File: config.mk
export PLATFORM = sky130hd
export DESIGN_NAME = line_follow_pid_steering
export DESIGN_NICKNAME = d
export VERILOG_FILES = /design/src/hw/rtl/lfps_pkg.sv /design/src/hw/rtl/lfps_lane.sv /design/src/hw/rtl/lfps_merge.sv /design/src/hw/rtl/lfps_pid.sv /design/src/hw/rtl/line_follow_pid_steering.sv
export SDC_FILE = /design/constraint.sdc
export NUM_CORES = 2
export LEC_CHECK = 0
export ABC_AREA = 0
export BUFFER_PORTS_ARGS = -buffer_cell sky130_fd_sc_hd__clkbuf_2
export CAP_MARGIN = 20
export CORE_ASPECT_RATIO = 0.9
export CORE_MARGIN = 2
export CORE_UTILIZATION = 55
export DETAILED_ROUTE_END_ITERATION = 7
export GPL_TIMING_DRIVEN = 0
export HOLD_SLACK_MARGIN = 0.1
export PLACE_DENSITY_LB_ADDON = 0.1
export SLEW_MARGIN = 20
export SYNTH_ARGS = -nofsm -noshare
export SYNTH_HDL_FRONTEND = slang
export SYNTH_SLANG_ARGS = --single-unit
export TNS_END_PERCENT = 30
File: constraint.sdc
create_clock -name i_clk -period 15.45 [get_ports i_clk]
set_input_delay 0.7725 -clock i_clk [delete_from_list [all_inputs] [get_ports i_clk]]
set_output_delay 0.7725 -clock i_clk [all_outputs]
set_load 0.02 [all_outputs]
File: src/hw/rtl/lfps_pkg.sv
// Shared widths, weights, register indexes and types of the line-follow PID steering block.
`timescale 1ns / 1ps

package lfps_pkg;

    localparam int SENSOR_COUNT   = 8;
    localparam int THR_BITS       = 10;
    localparam int GAIN_BITS      = 16;
    localparam int SPEED_BITS     = 12;
    localparam int ERR_BITS       = 6;
    localparam int DERR_BITS      = 7;
    localparam int INTEG_BITS     = 24;
    localparam int IPROD_BITS     = 23;
    localparam int PPROD_BITS     = 23;
    localparam int DPROD_BITS     = 24;
    localparam int SUM_BITS       = 26;
    localparam int MAG_BITS       = 24;
    localparam int MAGIC_BITS     = 25;
    localparam int DIV_SHIFT      = 29;
    localparam int QUO_BITS       = 20;
    localparam int CORR_BITS      = 16;
    localparam int CFG_IDX_BITS   = 3;
    localparam int CFG_DATA_BITS  = 16;
    localparam int PIPE_STAGES    = 7;

    // ceil(2^29 / 30): exact quotient for magnitudes below 2^24
    localparam logic [MAGIC_BITS-1:0] DIV_MAGIC = 25'd17895698;

    localparam logic [QUO_BITS-1:0]  CORR_POS_LIMIT = 20'd32767;
    localparam logic [QUO_BITS-1:0]  CORR_NEG_LIMIT = 20'd32768;
    localparam logic signed [CORR_BITS-1:0] CORR_MAX = 16'sh7FFF;
    localparam logic signed [CORR_BITS-1:0] CORR_MIN = 16'sh8000;

    localparam logic [CFG_IDX_BITS-1:0] REG_UPPER = 3'd0;
    localparam logic [CFG_IDX_BITS-1:0] REG_LOWER = 3'd1;
    localparam logic [CFG_IDX_BITS-1:0] REG_GAIN_P = 3'd2;
    localparam logic [CFG_IDX_BITS-1:0] REG_GAIN_I = 3'd3;
    localparam logic [CFG_IDX_BITS-1:0] REG_GAIN_D = 3'd4;
    localparam logic [CFG_IDX_BITS-1:0] REG_BASE = 3'd5;
    localparam logic [CFG_IDX_BITS-1:0] REG_MAX = 3'd6;

    typedef logic signed [ERR_BITS-1:0]   t_err;
    typedef logic signed [DERR_BITS-1:0]  t_derr;
    typedef logic signed [INTEG_BITS-1:0] t_integ;

    localparam t_err WEIGHT [SENSOR_COUNT] = '{
        -6'sd16, -6'sd8, -6'sd4, -6'sd2, 6'sd2, 6'sd4, 6'sd8, 6'sd16
    };

    typedef struct packed {
        logic [GAIN_BITS-1:0]  gain_p;
        logic [GAIN_BITS-1:0]  gain_d;
        logic [SPEED_BITS-1:0] base_speed;
        logic [SPEED_BITS-1:0] speed_cap;
    } t_pid_cfg;

endpackage

File: src/hw/rtl/lfps_lane.sv
// One sensor lane: threshold hysteresis and the sensor's line bit.
`timescale 1ns / 1ps

module lfps_lane #(
    parameter int SAMPLE_BITS = 10
) (
    input  logic                          i_clk,
    input  logic                          i_rst_n,
    input  logic                          i_load,
    input  logic [SAMPLE_BITS-1:0]        i_raw,
    input  logic [lfps_pkg::THR_BITS-1:0] i_upper,
    input  logic [lfps_pkg::THR_BITS-1:0] i_lower,
    output logic                          o_bit,
    output logic                          o_set
);
    import lfps_pkg::*;

    localparam int CW = (SAMPLE_BITS > THR_BITS) ? SAMPLE_BITS : THR_BITS;

    logic          r_bit;
    logic          n_bit;
    logic [CW-1:0] w_raw;
    logic [CW-1:0] w_up;
    logic [CW-1:0] w_lo;

    assign w_raw = CW'(i_raw);
    assign w_up  = CW'(i_upper);
    assign w_lo  = CW'(i_lower);

    always_comb begin
        n_bit = r_bit;
        o_set = 1'b0;
        if (w_raw > w_up) begin
            n_bit = 1'b0;
        end else if (w_raw < w_lo) begin
            n_bit = 1'b1;
            o_set = 1'b1;
        end
    end

    assign o_bit = n_bit;

    always_ff @(posedge i_clk) begin
        if (!i_rst_n) begin
            r_bit <= 1'b0;
        end else if (i_load) begin
            r_bit <= n_bit;
        end
    end

endmodule

File: src/hw/rtl/lfps_merge.sv
// Merge of the lane bits into the error, with the integral and previous-error state.
`timescale 1ns / 1ps

module lfps_merge (
    input  logic                                i_clk,
    input  logic                                i_rst_n,
    input  logic                                i_load,
    input  logic [lfps_pkg::SENSOR_COUNT-1:0]   i_bits,
    input  logic [lfps_pkg::SENSOR_COUNT-1:0]   i_set,
    input  logic [lfps_pkg::GAIN_BITS-1:0]      i_gain_i,
    output lfps_pkg::t_err                      o_err,
    output lfps_pkg::t_derr                     o_derr,
    output lfps_pkg::t_integ                    o_integ,
    output logic                                o_seen
);
    import lfps_pkg::*;

    t_err                          r_last_err;
    t_integ                        r_integ;
    t_derr                         r_derr;
    logic                          r_seen;
    t_err                          w_err;
    t_derr                         n_derr;
    logic signed [IPROD_BITS-1:0]  w_iprod;
    logic signed [INTEG_BITS:0]    w_isum;
    t_integ                        n_integ;

    always_comb begin
        w_err = '0;
        for (int i = 0; i < SENSOR_COUNT; i++) begin
            if (i_bits[i]) begin
                w_err = w_err + WEIGHT[i];
            end
        end
    end

    assign w_iprod = $signed({1'b0, i_gain_i}) * w_err;
    assign w_isum  = (INTEG_BITS+1)'(r_integ) + (INTEG_BITS+1)'(w_iprod);
    assign n_integ = (w_isum[INTEG_BITS] != w_isum[INTEG_BITS-1])
                   ? {w_isum[INTEG_BITS], {(INTEG_BITS-1){~w_isum[INTEG_BITS]}}}
                   : w_isum[INTEG_BITS-1:0];
    assign n_derr  = DERR_BITS'(w_err) - DERR_BITS'(r_last_err);

    always_ff @(posedge i_clk) begin
        if (!i_rst_n) begin
            r_last_err <= '0;
            r_integ    <= '0;
        end else if (i_load) begin
            r_last_err <= w_err;
            r_integ    <= n_integ;
        end
    end

    always_ff @(posedge i_clk) begin
        if (i_load) begin
            r_derr <= n_derr;
            r_seen <= |i_set;
        end
    end

    assign o_err   = r_last_err;
    assign o_derr  = r_derr;
    assign o_integ = r_integ;
    assign o_seen  = r_seen;

endmodule

File: src/hw/rtl/lfps_pid.sv
// PID datapath pipeline: gain products, sum, divide by 30, saturation and speed clamps.
`timescale 1ns / 1ps

module lfps_pid (
    input  logic                                 i_clk,
    input  logic [lfps_pkg::PIPE_STAGES-2:0]     i_ld,
    input  lfps_pkg::t_pid_cfg                   i_cfg,
    input  lfps_pkg::t_err                       i_err,
    input  lfps_pkg::t_derr                      i_derr,
    input  lfps_pkg::t_integ                     i_integ,
    input  logic                                 i_seen,
    output logic [lfps_pkg::SPEED_BITS-1:0]      o_left,
    output logic [lfps_pkg::SPEED_BITS-1:0]      o_right,
    output logic signed [lfps_pkg::CORR_BITS-1:0] o_corr,
    output logic                                 o_seen
);
    import lfps_pkg::*;

    localparam int SPD_W = CORR_BITS + 2;
    localparam int QP_W  = MAG_BITS + MAGIC_BITS;

    function automatic logic [SPEED_BITS-1:0] speed_clamp(
        input logic signed [SPD_W-1:0] v,
        input logic [SPEED_BITS-1:0]   mx
    );
        logic [SPEED_BITS-1:0] res;
        if (v < 0) begin
            res = '0;
        end else if (v > $signed(SPD_W'(mx))) begin
            res = mx;
        end else begin
            res = v[SPEED_BITS-1:0];
        end
        return res;
    endfunction

    logic signed [PPROD_BITS-1:0] r_pp;
    logic signed [DPROD_BITS-1:0] r_pd;
    t_integ                       r_ia;
    logic signed [SUM_BITS-1:0]   r_sum;
    logic [MAG_BITS-1:0]          r_mag;
    logic                         r_neg_c;
    logic [QUO_BITS-1:0]          r_quo;
    logic                         r_neg_d;
    logic signed [CORR_BITS-1:0]  r_corr;
    logic [SPEED_BITS-1:0]        r_left;
    logic [SPEED_BITS-1:0]        r_right;
    logic signed [CORR_BITS-1:0]  r_corr_out;
    logic [PIPE_STAGES-2:0]       r_seen;

    logic signed [SUM_BITS-1:0]   w_abs;
    logic [QP_W-1:0]              w_qprod;
    logic signed [CORR_BITS-1:0]  w_corr;
    logic signed [SPD_W-1:0]      w_base;
    logic signed [SPD_W-1:0]      w_lsum;
    logic signed [SPD_W-1:0]      w_rsum;

    assign w_abs   = r_sum[SUM_BITS-1] ? -r_sum : r_sum;
    assign w_qprod = QP_W'(r_mag) * QP_W'(DIV_MAGIC);

    always_comb begin
        if (r_neg_d) begin
            w_corr = (r_quo >= CORR_NEG_LIMIT) ? CORR_MIN
                                               : -$signed(CORR_BITS'(r_quo));
        end else begin
            w_corr = (r_quo > CORR_POS_LIMIT) ? CORR_MAX : $signed(CORR_BITS'(r_quo));
        end
    end

    assign w_base = $signed(SPD_W'(i_cfg.base_speed));
    assign w_lsum = w_base - SPD_W'(r_corr);
    assign w_rsum = w_base + SPD_W'(r_corr);

    always_ff @(posedge i_clk) begin
        if (i_ld[0]) begin
            r_pp      <= $signed({1'b0, i_cfg.gain_p}) * i_err;
            r_pd      <= $signed({1'b0, i_cfg.gain_d}) * i_derr;
            r_ia      <= i_integ;
            r_seen[0] <= i_seen;
        end
        if (i_ld[1]) begin
            r_sum     <= SUM_BITS'(r_pp) + SUM_BITS'(r_pd) + SUM_BITS'(r_ia);
            r_seen[1] <= r_seen[0];
        end
        if (i_ld[2]) begin
            r_neg_c   <= r_sum[SUM_BITS-1];
            r_mag     <= w_abs[MAG_BITS-1:0];
            r_seen[2] <= r_seen[1];
        end
        if (i_ld[3]) begin
            r_neg_d   <= r_neg_c;
            r_quo     <= w_qprod[DIV_SHIFT +: QUO_BITS];
            r_seen[3] <= r_seen[2];
        end
        if (i_ld[4]) begin
            r_corr    <= w_corr;
            r_seen[4] <= r_seen[3];
        end
        if (i_ld[5]) begin
            r_left     <= speed_clamp(w_lsum, i_cfg.speed_cap);
            r_right    <= speed_clamp(w_rsum, i_cfg.speed_cap);
            r_corr_out <= r_corr;
            r_seen[5]  <= r_seen[4];
        end
    end

    assign o_left  = r_left;
    assign o_right = r_right;
    assign o_corr  = r_corr_out;
    assign o_seen  = r_seen[PIPE_STAGES-2];

endmodule

File: src/hw/rtl/line_follow_pid_steering.sv
// Top level of the line-follow PID steering block: lanes, merge, PID pipeline, config and flow.
//
// Input channel: i_valid / o_stall with one eight-sensor word per accepted word
// (i_ir_raw_0 .. i_ir_raw_7). Output channel: o_valid / i_stall carrying the
// left and right wheel speeds, the signed correction and the line_seen flag.
// Config channel: i_cfg_valid / o_cfg_ready (always ready), i_cfg_index selects
// thresholds, gains, base and max speed; write only while the block is idle.
// Throughput: one word per cycle while the output is not stalled. The hysteresis
// bits, error sum and integral update of a word are registered when it is accepted,
// so the next word can follow at once. From input accept a word then passes the
// product, sum, magnitude, reciprocal multiply, saturate and speed clamp stages to o_valid.
// A stalled output holds its word; each stage keeps taking words while any
// stage ahead of it is empty, and o_stall rises only when all seven are full.
// Reset (i_rst_n low, synchronous) empties the pipeline, clears the line
// bits, integral and previous error, and loads the register defaults.
`timescale 1ns / 1ps

module line_follow_pid_steering #(
    parameter int SAMPLE_BITS = 10
) (
    input  logic                                   i_clk,
    input  logic                                   i_rst_n,
    input  logic                                   i_valid,
    output logic                                   o_stall,
    input  logic [SAMPLE_BITS-1:0]                 i_ir_raw_0,
    input  logic [SAMPLE_BITS-1:0]                 i_ir_raw_1,
    input  logic [SAMPLE_BITS-1:0]                 i_ir_raw_2,
    input  logic [SAMPLE_BITS-1:0]                 i_ir_raw_3,
    input  logic [SAMPLE_BITS-1:0]                 i_ir_raw_4,
    input  logic [SAMPLE_BITS-1:0]                 i_ir_raw_5,
    input  logic [SAMPLE_BITS-1:0]                 i_ir_raw_6,
    input  logic [SAMPLE_BITS-1:0]                 i_ir_raw_7,
    output logic                                   o_valid,
    input  logic                                   i_stall,
    output logic [lfps_pkg::SPEED_BITS-1:0]        o_left_speed,
    output logic [lfps_pkg::SPEED_BITS-1:0]        o_right_speed,
    output logic signed [lfps_pkg::CORR_BITS-1:0]  o_steer_correction,
    output logic                                   o_line_seen,
    input  logic                                   i_cfg_valid,
    output logic                                   o_cfg_ready,
    input  logic [lfps_pkg::CFG_IDX_BITS-1:0]      i_cfg_index,
    input  logic [lfps_pkg::CFG_DATA_BITS-1:0]     i_cfg_data
);
    import lfps_pkg::*;

    logic [THR_BITS-1:0]    r_upper;
    logic [THR_BITS-1:0]    r_lower;
    logic [GAIN_BITS-1:0]   r_gain_p;
    logic [GAIN_BITS-1:0]   r_gain_i;
    logic [GAIN_BITS-1:0]   r_gain_d;
    logic [SPEED_BITS-1:0]  r_base;
    logic [SPEED_BITS-1:0]  r_max;

    logic [PIPE_STAGES-1:0] r_vld;
    logic [PIPE_STAGES-1:0] w_rdy;
    logic [PIPE_STAGES-1:0] w_ld;
    logic [PIPE_STAGES-1:0] w_prev_vld;

    logic [SAMPLE_BITS-1:0]  w_raw [SENSOR_COUNT];
    logic [SENSOR_COUNT-1:0] w_bits;
    logic [SENSOR_COUNT-1:0] w_set;
    t_err                    w_err;
    t_derr                   w_derr;
    t_integ                  w_integ;
    logic                    w_seen;
    t_pid_cfg                w_pid_cfg;

    assign o_cfg_ready = 1'b1;

    always_ff @(posedge i_clk) begin
        if (!i_rst_n) begin
            r_upper  <= 10'd512;
            r_lower  <= 10'd250;
            r_gain_p <= 16'd2048;
            r_gain_i <= 16'd51;
            r_gain_d <= 16'd256;
            r_base   <= 12'd640;
            r_max    <= 12'd1280;
        end else if (i_cfg_valid && o_cfg_ready) begin
            unique case (i_cfg_index)
                REG_UPPER:  r_upper  <= i_cfg_data[THR_BITS-1:0];
                REG_LOWER:  r_lower  <= i_cfg_data[THR_BITS-1:0];
                REG_GAIN_P: r_gain_p <= i_cfg_data[GAIN_BITS-1:0];
                REG_GAIN_I: r_gain_i <= i_cfg_data[GAIN_BITS-1:0];
                REG_GAIN_D: r_gain_d <= i_cfg_data[GAIN_BITS-1:0];
                REG_BASE:   r_base   <= i_cfg_data[SPEED_BITS-1:0];
                REG_MAX:    r_max    <= i_cfg_data[SPEED_BITS-1:0];
                default: begin
                end
            endcase
        end
    end

    // advance a stage when it is empty or the stage ahead advances
    assign w_prev_vld = {r_vld[PIPE_STAGES-2:0], i_valid};
    assign w_rdy[PIPE_STAGES-1] = !r_vld[PIPE_STAGES-1] || !i_stall;

    genvar k;
    generate
        for (k = 0; k < PIPE_STAGES - 1; k++) begin : g_rdy
            assign w_rdy[k] = !r_vld[k] || w_rdy[k+1];
        end
    endgenerate

    assign w_ld = w_rdy & w_prev_vld;

    always_ff @(posedge i_clk) begin
        if (!i_rst_n) begin
            r_vld <= '0;
        end else begin
            for (int s = 0; s < PIPE_STAGES; s++) begin
                if (w_rdy[s]) begin
                    r_vld[s] <= w_prev_vld[s];
                end
            end
        end
    end

    assign o_stall = !w_rdy[0];
    assign o_valid = r_vld[PIPE_STAGES-1];

    assign w_raw[0] = i_ir_raw_0;
    assign w_raw[1] = i_ir_raw_1;
    assign w_raw[2] = i_ir_raw_2;
    assign w_raw[3] = i_ir_raw_3;
    assign w_raw[4] = i_ir_raw_4;
    assign w_raw[5] = i_ir_raw_5;
    assign w_raw[6] = i_ir_raw_6;
    assign w_raw[7] = i_ir_raw_7;

    genvar g;
    generate
        for (g = 0; g < SENSOR_COUNT; g++) begin : g_lane
            lfps_lane #(
                .SAMPLE_BITS(SAMPLE_BITS)
            ) u_lane (
                .i_clk   (i_clk),
                .i_rst_n (i_rst_n),
                .i_load  (w_ld[0]),
                .i_raw   (w_raw[g]),
                .i_upper (r_upper),
                .i_lower (r_lower),
                .o_bit   (w_bits[g]),
                .o_set   (w_set[g])
            );
        end
    endgenerate

    lfps_merge u_merge (
        .i_clk    (i_clk),
        .i_rst_n  (i_rst_n),
        .i_load   (w_ld[0]),
        .i_bits   (w_bits),
        .i_set    (w_set),
        .i_gain_i (r_gain_i),
        .o_err    (w_err),
        .o_derr   (w_derr),
        .o_integ  (w_integ),
        .o_seen   (w_seen)
    );

    assign w_pid_cfg.gain_p     = r_gain_p;
    assign w_pid_cfg.gain_d     = r_gain_d;
    assign w_pid_cfg.base_speed = r_base;
    assign w_pid_cfg.speed_cap  = r_max;

    lfps_pid u_pid (
        .i_clk   (i_clk),
        .i_ld    (w_ld[PIPE_STAGES-1:1]),
        .i_cfg   (w_pid_cfg),
        .i_err   (w_err),
        .i_derr  (w_derr),
        .i_integ (w_integ),
        .i_seen  (w_seen),
        .o_left  (o_left_speed),
        .o_right (o_right_speed),
        .o_corr  (o_steer_correction),
        .o_seen  (o_line_seen)
    );

    a_accept_fills: assert property (@(posedge i_clk) disable iff (!i_rst_n)
        (i_valid && !o_stall) |=> r_vld[0])
        else $error("accepted word did not enter the first stage");

    a_err_range: assert property (@(posedge i_clk) disable iff (!i_rst_n)
        (w_err <= 6'sd30) && (w_err >= -6'sd30))
        else $error("previous error out of weight range");

    a_zero_corr: assert property (@(posedge i_clk) disable iff (!i_rst_n)
        (o_valid && (o_steer_correction == '0)) |-> (o_left_speed == o_right_speed))
        else $error("zero correction with unequal wheel speeds");

endmodule
## Word level (Yosys, flattened, before mapping)

Index checks and enable logic that the tools add are counted.
Widths: inputs -> output; s select.

| word-level totals | value |
|---|---|
| flip-flop bits (word level) | 350 |
| bits in latches | 0 |
| memory bits (writable) | 0 |
| bits in read-only memories | 0 |
| bits of input ports | 104 |
| output and inout bits | 44 |
| word-level logic and storage cells | 166 |
| memories kept | 0 |

| operators by class | value |
|---|---|
| $add $sub $neg | 15 |
| multipliers | 4 |
| div/mod/pow operators | 0 |
| magnitude comparators | 22 |
| equal/unequal tests | 7 |
| shift operators | 0 |
| multiplexer cells | 47 |
| bitwise operators | 2 |
| reductions and logical operators | 25 |

Operators with widths:

| operator | number |
|---|---|
| $gt 10x10->1 | 8 |
| $lt 10x10->1 | 8 |
| $mul 24x24->48 const B | 1 |
| $mux 16 | 3 |
| $mux 24 | 2 |
| $mux 6 | 8 |
| $mul 17x6->23 | 2 |
| $gt 17x13->1 | 2 |
| $lt 17x1->1 const B | 2 |
| $mux 1 | 32 |
| $add 25x24->26 | 1 |
| $add 23x24->25 | 1 |
| $add 24x23->25 | 1 |
| $mul 17x7->24 | 1 |
| $mux 12 | 2 |
| $neg 24->24 | 1 |
| $ge 20x16->1 const B | 1 |
| $gt 20x15->1 const B | 1 |
| $add 13x16->17 | 1 |
| $sub 13x16->17 | 1 |
| $neg 16->16 | 1 |
| $reduce_and 2->1 | 7 |
| $add 6x3->6 const B | 2 |
| $add 6x4->6 const B | 2 |
| 14 further kinds | 31 |

## Longest topological paths before layout

| depth | value |
|---|---|
| depth in word-level cells | 22 |
| depth in mapped cells | 48 |
| mapped depth without buffers | 45 |

## Hierarchy

Synthesis repeated with hierarchy kept, for this count alone.

| unflattened totals | value |
|---|---|
| cell total of the unflattened synthesis | 3899 |
| area, all modules | 36862.9 um^2 |

Modules (own cells, without submodules):

| module | times used | cells an instance | area each (um^2) | sequential area each (um^2) |
|---|---|---|---|---|
| lfps_pid | 1 | 2214 | 23094.6 | 6125.9 |
| lfps_merge | 1 | 651 | 5616.6 | 790.8 |
| lfps_lane | 8 | 73 | 538.0 | 20.0 |
| line_follow_pid_steering | 1 | 450 | 3847.4 | 1981.9 |

## Worst setup path after synthesis

No wires, ideal clock.

| path | value |
|---|---|
| path type | input port to flip-flop |
| start point | in i_ir_raw_0[1] |
| end point | reg u_merge.r_integ[10] (netlist: u_merge.o_integ[10]) |
| setup time | 0.070 ns |
| arrival time | 9.959 ns |
| required time | 15.380 ns |
| path slack | 5.421 ns |
| stages | 47 |
| path buffers | 3 |
| cell sequence | ha_1 > a21o_1 > a21o_1 > a21o_1 > a21o_1 > a21o_1 > a21oi_1 > nor2b_1 > o21ai_0 > a21oi_1 > inv_1 > o21ai_0 > ha_1 > xnor2_1 > xnor3_1 > inv_1 > ha_1 > inv_1 > [... 11 more ...] > inv_1 > ha_1 > a21o_1 > a21oi_1 > o21ai_0 > a31oi_1 > a2111oi_0 > a2111o_1 > o21ba_2 > nand2_1 > a21oi_1 > xnor2_1 > ha_1 > clkbuf_1 > nor2b_1 > buf_2 > a21oi_1 > a21oi_1 |

| between the ends | value |
|---|---|
| longest elaborated chain between the ends | 22 |
| elaborated cells on any way between the ends | 24 |
| those cells by class | add/sub (8); mul (1); order compare (2); eq/ne (1); mux (11); bitwise (1) |

RTL lines:

| item | RTL line | text |
|---|---|---|
| from (decl) | line_follow_pid_steering.sv:25 | `input logic [SAMPLE_BITS-1:0] i_ir_raw_0,` |
| $lt 10x10->1 | lfps_lane.sv:35 | `end else if (w_raw < w_lo) begin` |
| $mux 1 | lfps_lane.sv:35 |  |
| $mux 1 (*) | lfps_lane.sv:33 | `if (w_raw > w_up) begin` |
| $mux 6 (*) | lfps_merge.sv:31 | `if (i_bits[i]) begin` |
| $add 6x4->6 | lfps_merge.sv:32 | `w_err = w_err + WEIGHT[i];` |
| $mux 6 (*) | lfps_merge.sv:31 |  |
| $add 6x3->6 | lfps_merge.sv:32 |  |
| $mux 6 (*) | lfps_merge.sv:31 |  |
| [... 6 more ...] | - |  |
| $add 6x5->6 | lfps_merge.sv:32 |  |
| $mux 6 (*) | lfps_merge.sv:31 |  |
| $add 6x6->6 | lfps_merge.sv:32 |  |
| $mux 6 (*) | lfps_merge.sv:31 |  |
| $mul 17x6->23 (*) | lfps_merge.sv:37 | `assign w_iprod = $signed({1'b0, i_gain_i}) * w_err;` |
| $add 24x23->25 (*) | lfps_merge.sv:38 | `assign w_isum = (INTEG_BITS+1)'(r_integ) + (INTEG_BITS+1)'(w_iprod);` |
| $ne 1x1->1 or $not 1->1 (tied branches) | lfps_merge.sv:39, lfps_merge.sv:40 |  |
| $mux 24 (*) | lfps_merge.sv:40 | `? {w_isum[INTEG_BITS], {(INTEG_BITS-1){~w_isum[INTEG_BITS]}}}` |
| to (signal assigned) | lfps_merge.sv:50 | `r_integ <= n_integ;` |
| to (decl) | lfps_merge.sv:19 | `t_integ r_integ;` |

Every way passes the cells marked *; elsewhere a longest branch is shown, timed or not.
A chain may end at the register's enable or synchronous reset.

## Worst setup path in the final report

| path | value |
|---|---|
| start point | reg r_upper[3] |
| end point | reg u_merge.r_integ[14] (netlist: u_merge.o_integ[14]) |

| between the ends | value |
|---|---|
| longest elaborated chain between the ends | 21 |
| elaborated cells on any way between the ends | 36 |
| those cells by class | add/sub (8); mul (1); order compare (8); eq/ne (1); mux (17); bitwise (1) |

RTL lines:

| item | RTL line | text |
|---|---|---|
| from (decl) | line_follow_pid_steering.sv:46 | `logic [THR_BITS-1:0] r_upper;` |
| from (signal assigned) | line_follow_pid_steering.sv:81 | `REG_UPPER: r_upper <= i_cfg_data[THR_BITS-1:0];` |
| $gt 10x10->1 | lfps_lane.sv:33 |  |
| $mux 1 | lfps_lane.sv:33 |  |
| $mux 6 | lfps_merge.sv:31 |  |
| $add 6x4->6 | lfps_merge.sv:32 |  |
| $mux 6 | lfps_merge.sv:31 |  |
| $add 6x3->6 | lfps_merge.sv:32 |  |
| $mux 6 | lfps_merge.sv:31 |  |
| $add 6x2->6 | lfps_merge.sv:32 |  |
| [... 5 more ...] | - |  |
| $add 6x5->6 | lfps_merge.sv:32 |  |
| $mux 6 | lfps_merge.sv:31 |  |
| $add 6x6->6 | lfps_merge.sv:32 |  |
| $mux 6 (*) | lfps_merge.sv:31 |  |
| $mul 17x6->23 (*) | lfps_merge.sv:37 |  |
| $add 24x23->25 (*) | lfps_merge.sv:38 |  |
| $ne 1x1->1 or $not 1->1 (tied branches) | lfps_merge.sv:39, lfps_merge.sv:40 |  |
| $mux 24 (*) | lfps_merge.sv:40 |  |

Marks and branches as above.

==> impl_metrics.py <==
metrics = {
    "synth": {
        "yosys.cell_types.count": 90,
        "synth.top_cell.area_share_pct": 22.9,
        "synth-seq-cells": 345,
        "ys_top_cells_by_area": "ha_1, edfxtp_1, fa_1, dfxtp_1, inv_1",
        "synth-seq-area-share_pct": 26.1,
        "async_flop_share_pct": 0,
        "syn_area_um2": 34500,
        "yosys.area.top_type": "ha_1",
        "syn_area_per_cell_um2": 9.78,
        "yosysWarnings": 0,
        "syn_inst": 3524,
        "synth_ff_type": "edfxtp_1",
        "synth_nets": 4524,
        "synth_edf_count": 209,
    },
    "floorplanning": {
        "die_area_um2": 64700,
        "fp.coreArea_um2": 62400,
        "rows": 87,
        "die_h_um": 242,
        "start_util_pct": 55.3,
        "io_pins": 148,
        "die_x_um": 268,
    },
    "place": {
        "hpwl_um": 71100,
        "place.gp.congestion": 0.938,
        "dp.cells": 4520,
        "port_buffers": 145,
    },
    "worst_setup_path": {
        "path_common_cell": "a21oi_1",
        "r2r_setup_slack_ps": 3400,
        "worstSetupPathType": "reg2reg",
        "slowest_delay_ps": 570,
        "endpoint": "u_merge.o_integ[14]",
        "crit_path_start": "r_upper[3]",
        "crit_path_top_delay_cell": "xnor2_2",
        "r2r_cells": 47,
        "r2r_end": "u_merge.o_integ[14]",
        "start_kind": "flip-flop",
        "end_kind": "flip-flop",
        "r2r-start": "r_upper[3]",
        "worst_ep_required_time_ps": 15940,
        "crit_fanout": 12,
        "cp.arrival_ps": 12540,
    },
    "grt": {
        "grt_pass1_wl_um": 138000,
        "grt_max_degree": 30,
        "track_usage_pct": 27.1,
        "antenna_found_initial": 4,
        "grt_pass1_vias": 26400,
        "grt.overflow.total": 0,
    },
    "sta": {
        "min_period_over_period_pct": 78.0,
        "worst_pin_slew_ps": 983,
        "fin_skew_ps": 29.5,
        "maxSlewViolCount": 0,
        "rsz0062_at_grt": "no",
        "min_period_ps": 12050,
        "hold_viol_final": 0,
        "max-slew-margin-rel_pct": 33.8,
        "setup_violations": 0,
        "maxClockFrequency_mhz": 83.0,
        "fin_tns_setup_ps": 0,
    },
    "clocking": {
        "cts_hold_buf": 0,
        "numCtsBuffers": 40,
        "cts_tree": "done",
        "clkSinkCount": 345,
        "clock_latency_ps": 580,
        "cts_max_path_buffers": 3,
        "h-tree-depth": 2,
        "cts_resized": 0,
        "clk_pin_slew_ps": 60,
        "cts-root-buf": "clkbuf_16",
        "cts_setup_buffers": 0,
    },
    "layout": {
        "nNetsFinal": 4717,
        "final_cells": 4596,
        "final_cell_mix": "ha_1, inv_1, nand2_1",
        "layout_commonest_cell": "ha_1",
        "area_growth_pct": 9.43,
        "drive_gt1_share_pct": 7.12,
    },
    "drt": {
        "drt-initial-drc-count": 1443,
        "vias_per_cell": 5.61,
        "routedWlPerCell_um": 18.7,
        "dr.pass1.iters": 5,
        "postRouteWirelength_um": 86100,
        "vias": 25800,
        "drc_errors": 0,
        "ant_nets": 0,
    },
    "power_and_ir_drop": {
        "p_leak_nw": 17.9,
        "vdd_ir_drop_max_v": 0.000204,
        "power.density_nw_per_um2": 161,
    },
    "run_status": {
        "outcome": "complete, no violations",
    },
    "job": {
        "maxCapViolations": 0,
    },
    "min_path": {
        "hp-class": "reg2reg",
    },
}
-- worst min-delay path by stage --
stage                     from              end  slack, ps  cells past startpoint
2_1_floorplan    u_pid.r_neg_c    u_pid.r_neg_d        400                      0
3_3_place_gp   u_pid.r_seen[2]  u_pid.r_seen[3]        400                      0
3_5_place_dp   u_pid.r_seen[0]  u_pid.r_seen[1]        400                      0
4_1_cts                i_valid         r_vld[0]        410                      2
5_1_grt        u_pid.r_seen[3]  u_pid.r_seen[4]        420                      0
6_report         u_pid.r_ia[0]   u_pid.r_sum[0]        420                      0
-- metal layers --
| metal | global-route usage, % | part of all wire (%) |
|---|---|---|
| met1 | 35.8 | 44 |
| met2 | 45.9 | 48 |
| met3 | 3.30 | 4.9 |
| met4 | 9.61 | 3.6 |
| met5 | 0 | 0 |
-- registers in the layout (all words and copies together) (netlist names), 20 cells and up --
register	count
u_pid.r_sum	25
u_pid.r_pp	22
u_pid.r_ia	24
u_pid.r_quo	20
u_pid.r_mag	24
u_pid.r_pd	23
u_merge.o_integ	24
-- cell type report --
cell class,count,area [um^2]
sequential,345,9000
clock buffer,53,1130
multi-input combinational,2624,23400
clock inverter,21,163
antenna,2,5.00
tap,845,1060
timing repair buffer,151,855
fill,5349,24600
buffer,74,293
inverter,481,1810
-- synth_stat cells (all sizes together), types with 66 or more instances --
cell	n
a21boi	91
a21o	66
a21oi	171
and2	124
clkbuf	67
dfxtp	136
edfxtp	209
fa	266
ha	630
inv	479
nand2	364
nor2	141
o21ai	141
xnor2	94
-- report_power, final --
group          leakage [nW]  total, mW  switching, mW  internal (mW)
clock network         0.642      0.941          0.403          0.537
logic                  14.2       3.85           2.24           1.61
registers              3.07       1.29          0.119           1.17
total                  17.9       6.07           2.76           3.31
-- stage by stage --
step	hold slack, ps	utilization [%]	instance area (um^2)	worst slack (ps)	total power [mW]
floorplan	400	-	34500	5420	4.24
global placement	403	58.1	36300	3700	5.01
detailed placement	405	58.4	36400	3450	5.14
CTS	407	60.5	37700	3470	6.11
global route	425	60.5	37700	2620	6.72
finish	418	60.5	37700	3400	6.07
-- cells by family (layout without fill, tap and decap cells) --
group	after synthesis	after routing	synth area share, %
buffers and inverters	555	780	6.09
AND/OR/NAND/NOR	922	922	13.1
other	1	3	0.0109
flip-flops	345	345	26.1
AO/OA/AOI/OAI	656	656	12.5
XOR/XNOR	135	135	3.53
multiplexers	14	14	0.414
adder cells (fa/ha/maj)	896	896	38.3
-- worst max-delay path, delay by kind of cell (launching register included) --
| kind | cells | cell delay, ps |
|---|---|---|
| DFF | 1 | 310 |
| and+or+nand+nor | 7 | 910 |
| xor gates and xnor gates | 6 | 2110 |
| adders and majority gates | 9 | 3590 |
| AOI/OAI and AO/OA | 17 | 3630 |
| buffers and inverters | 8 | 1410 |
Power figures use the tool's default switching activity.
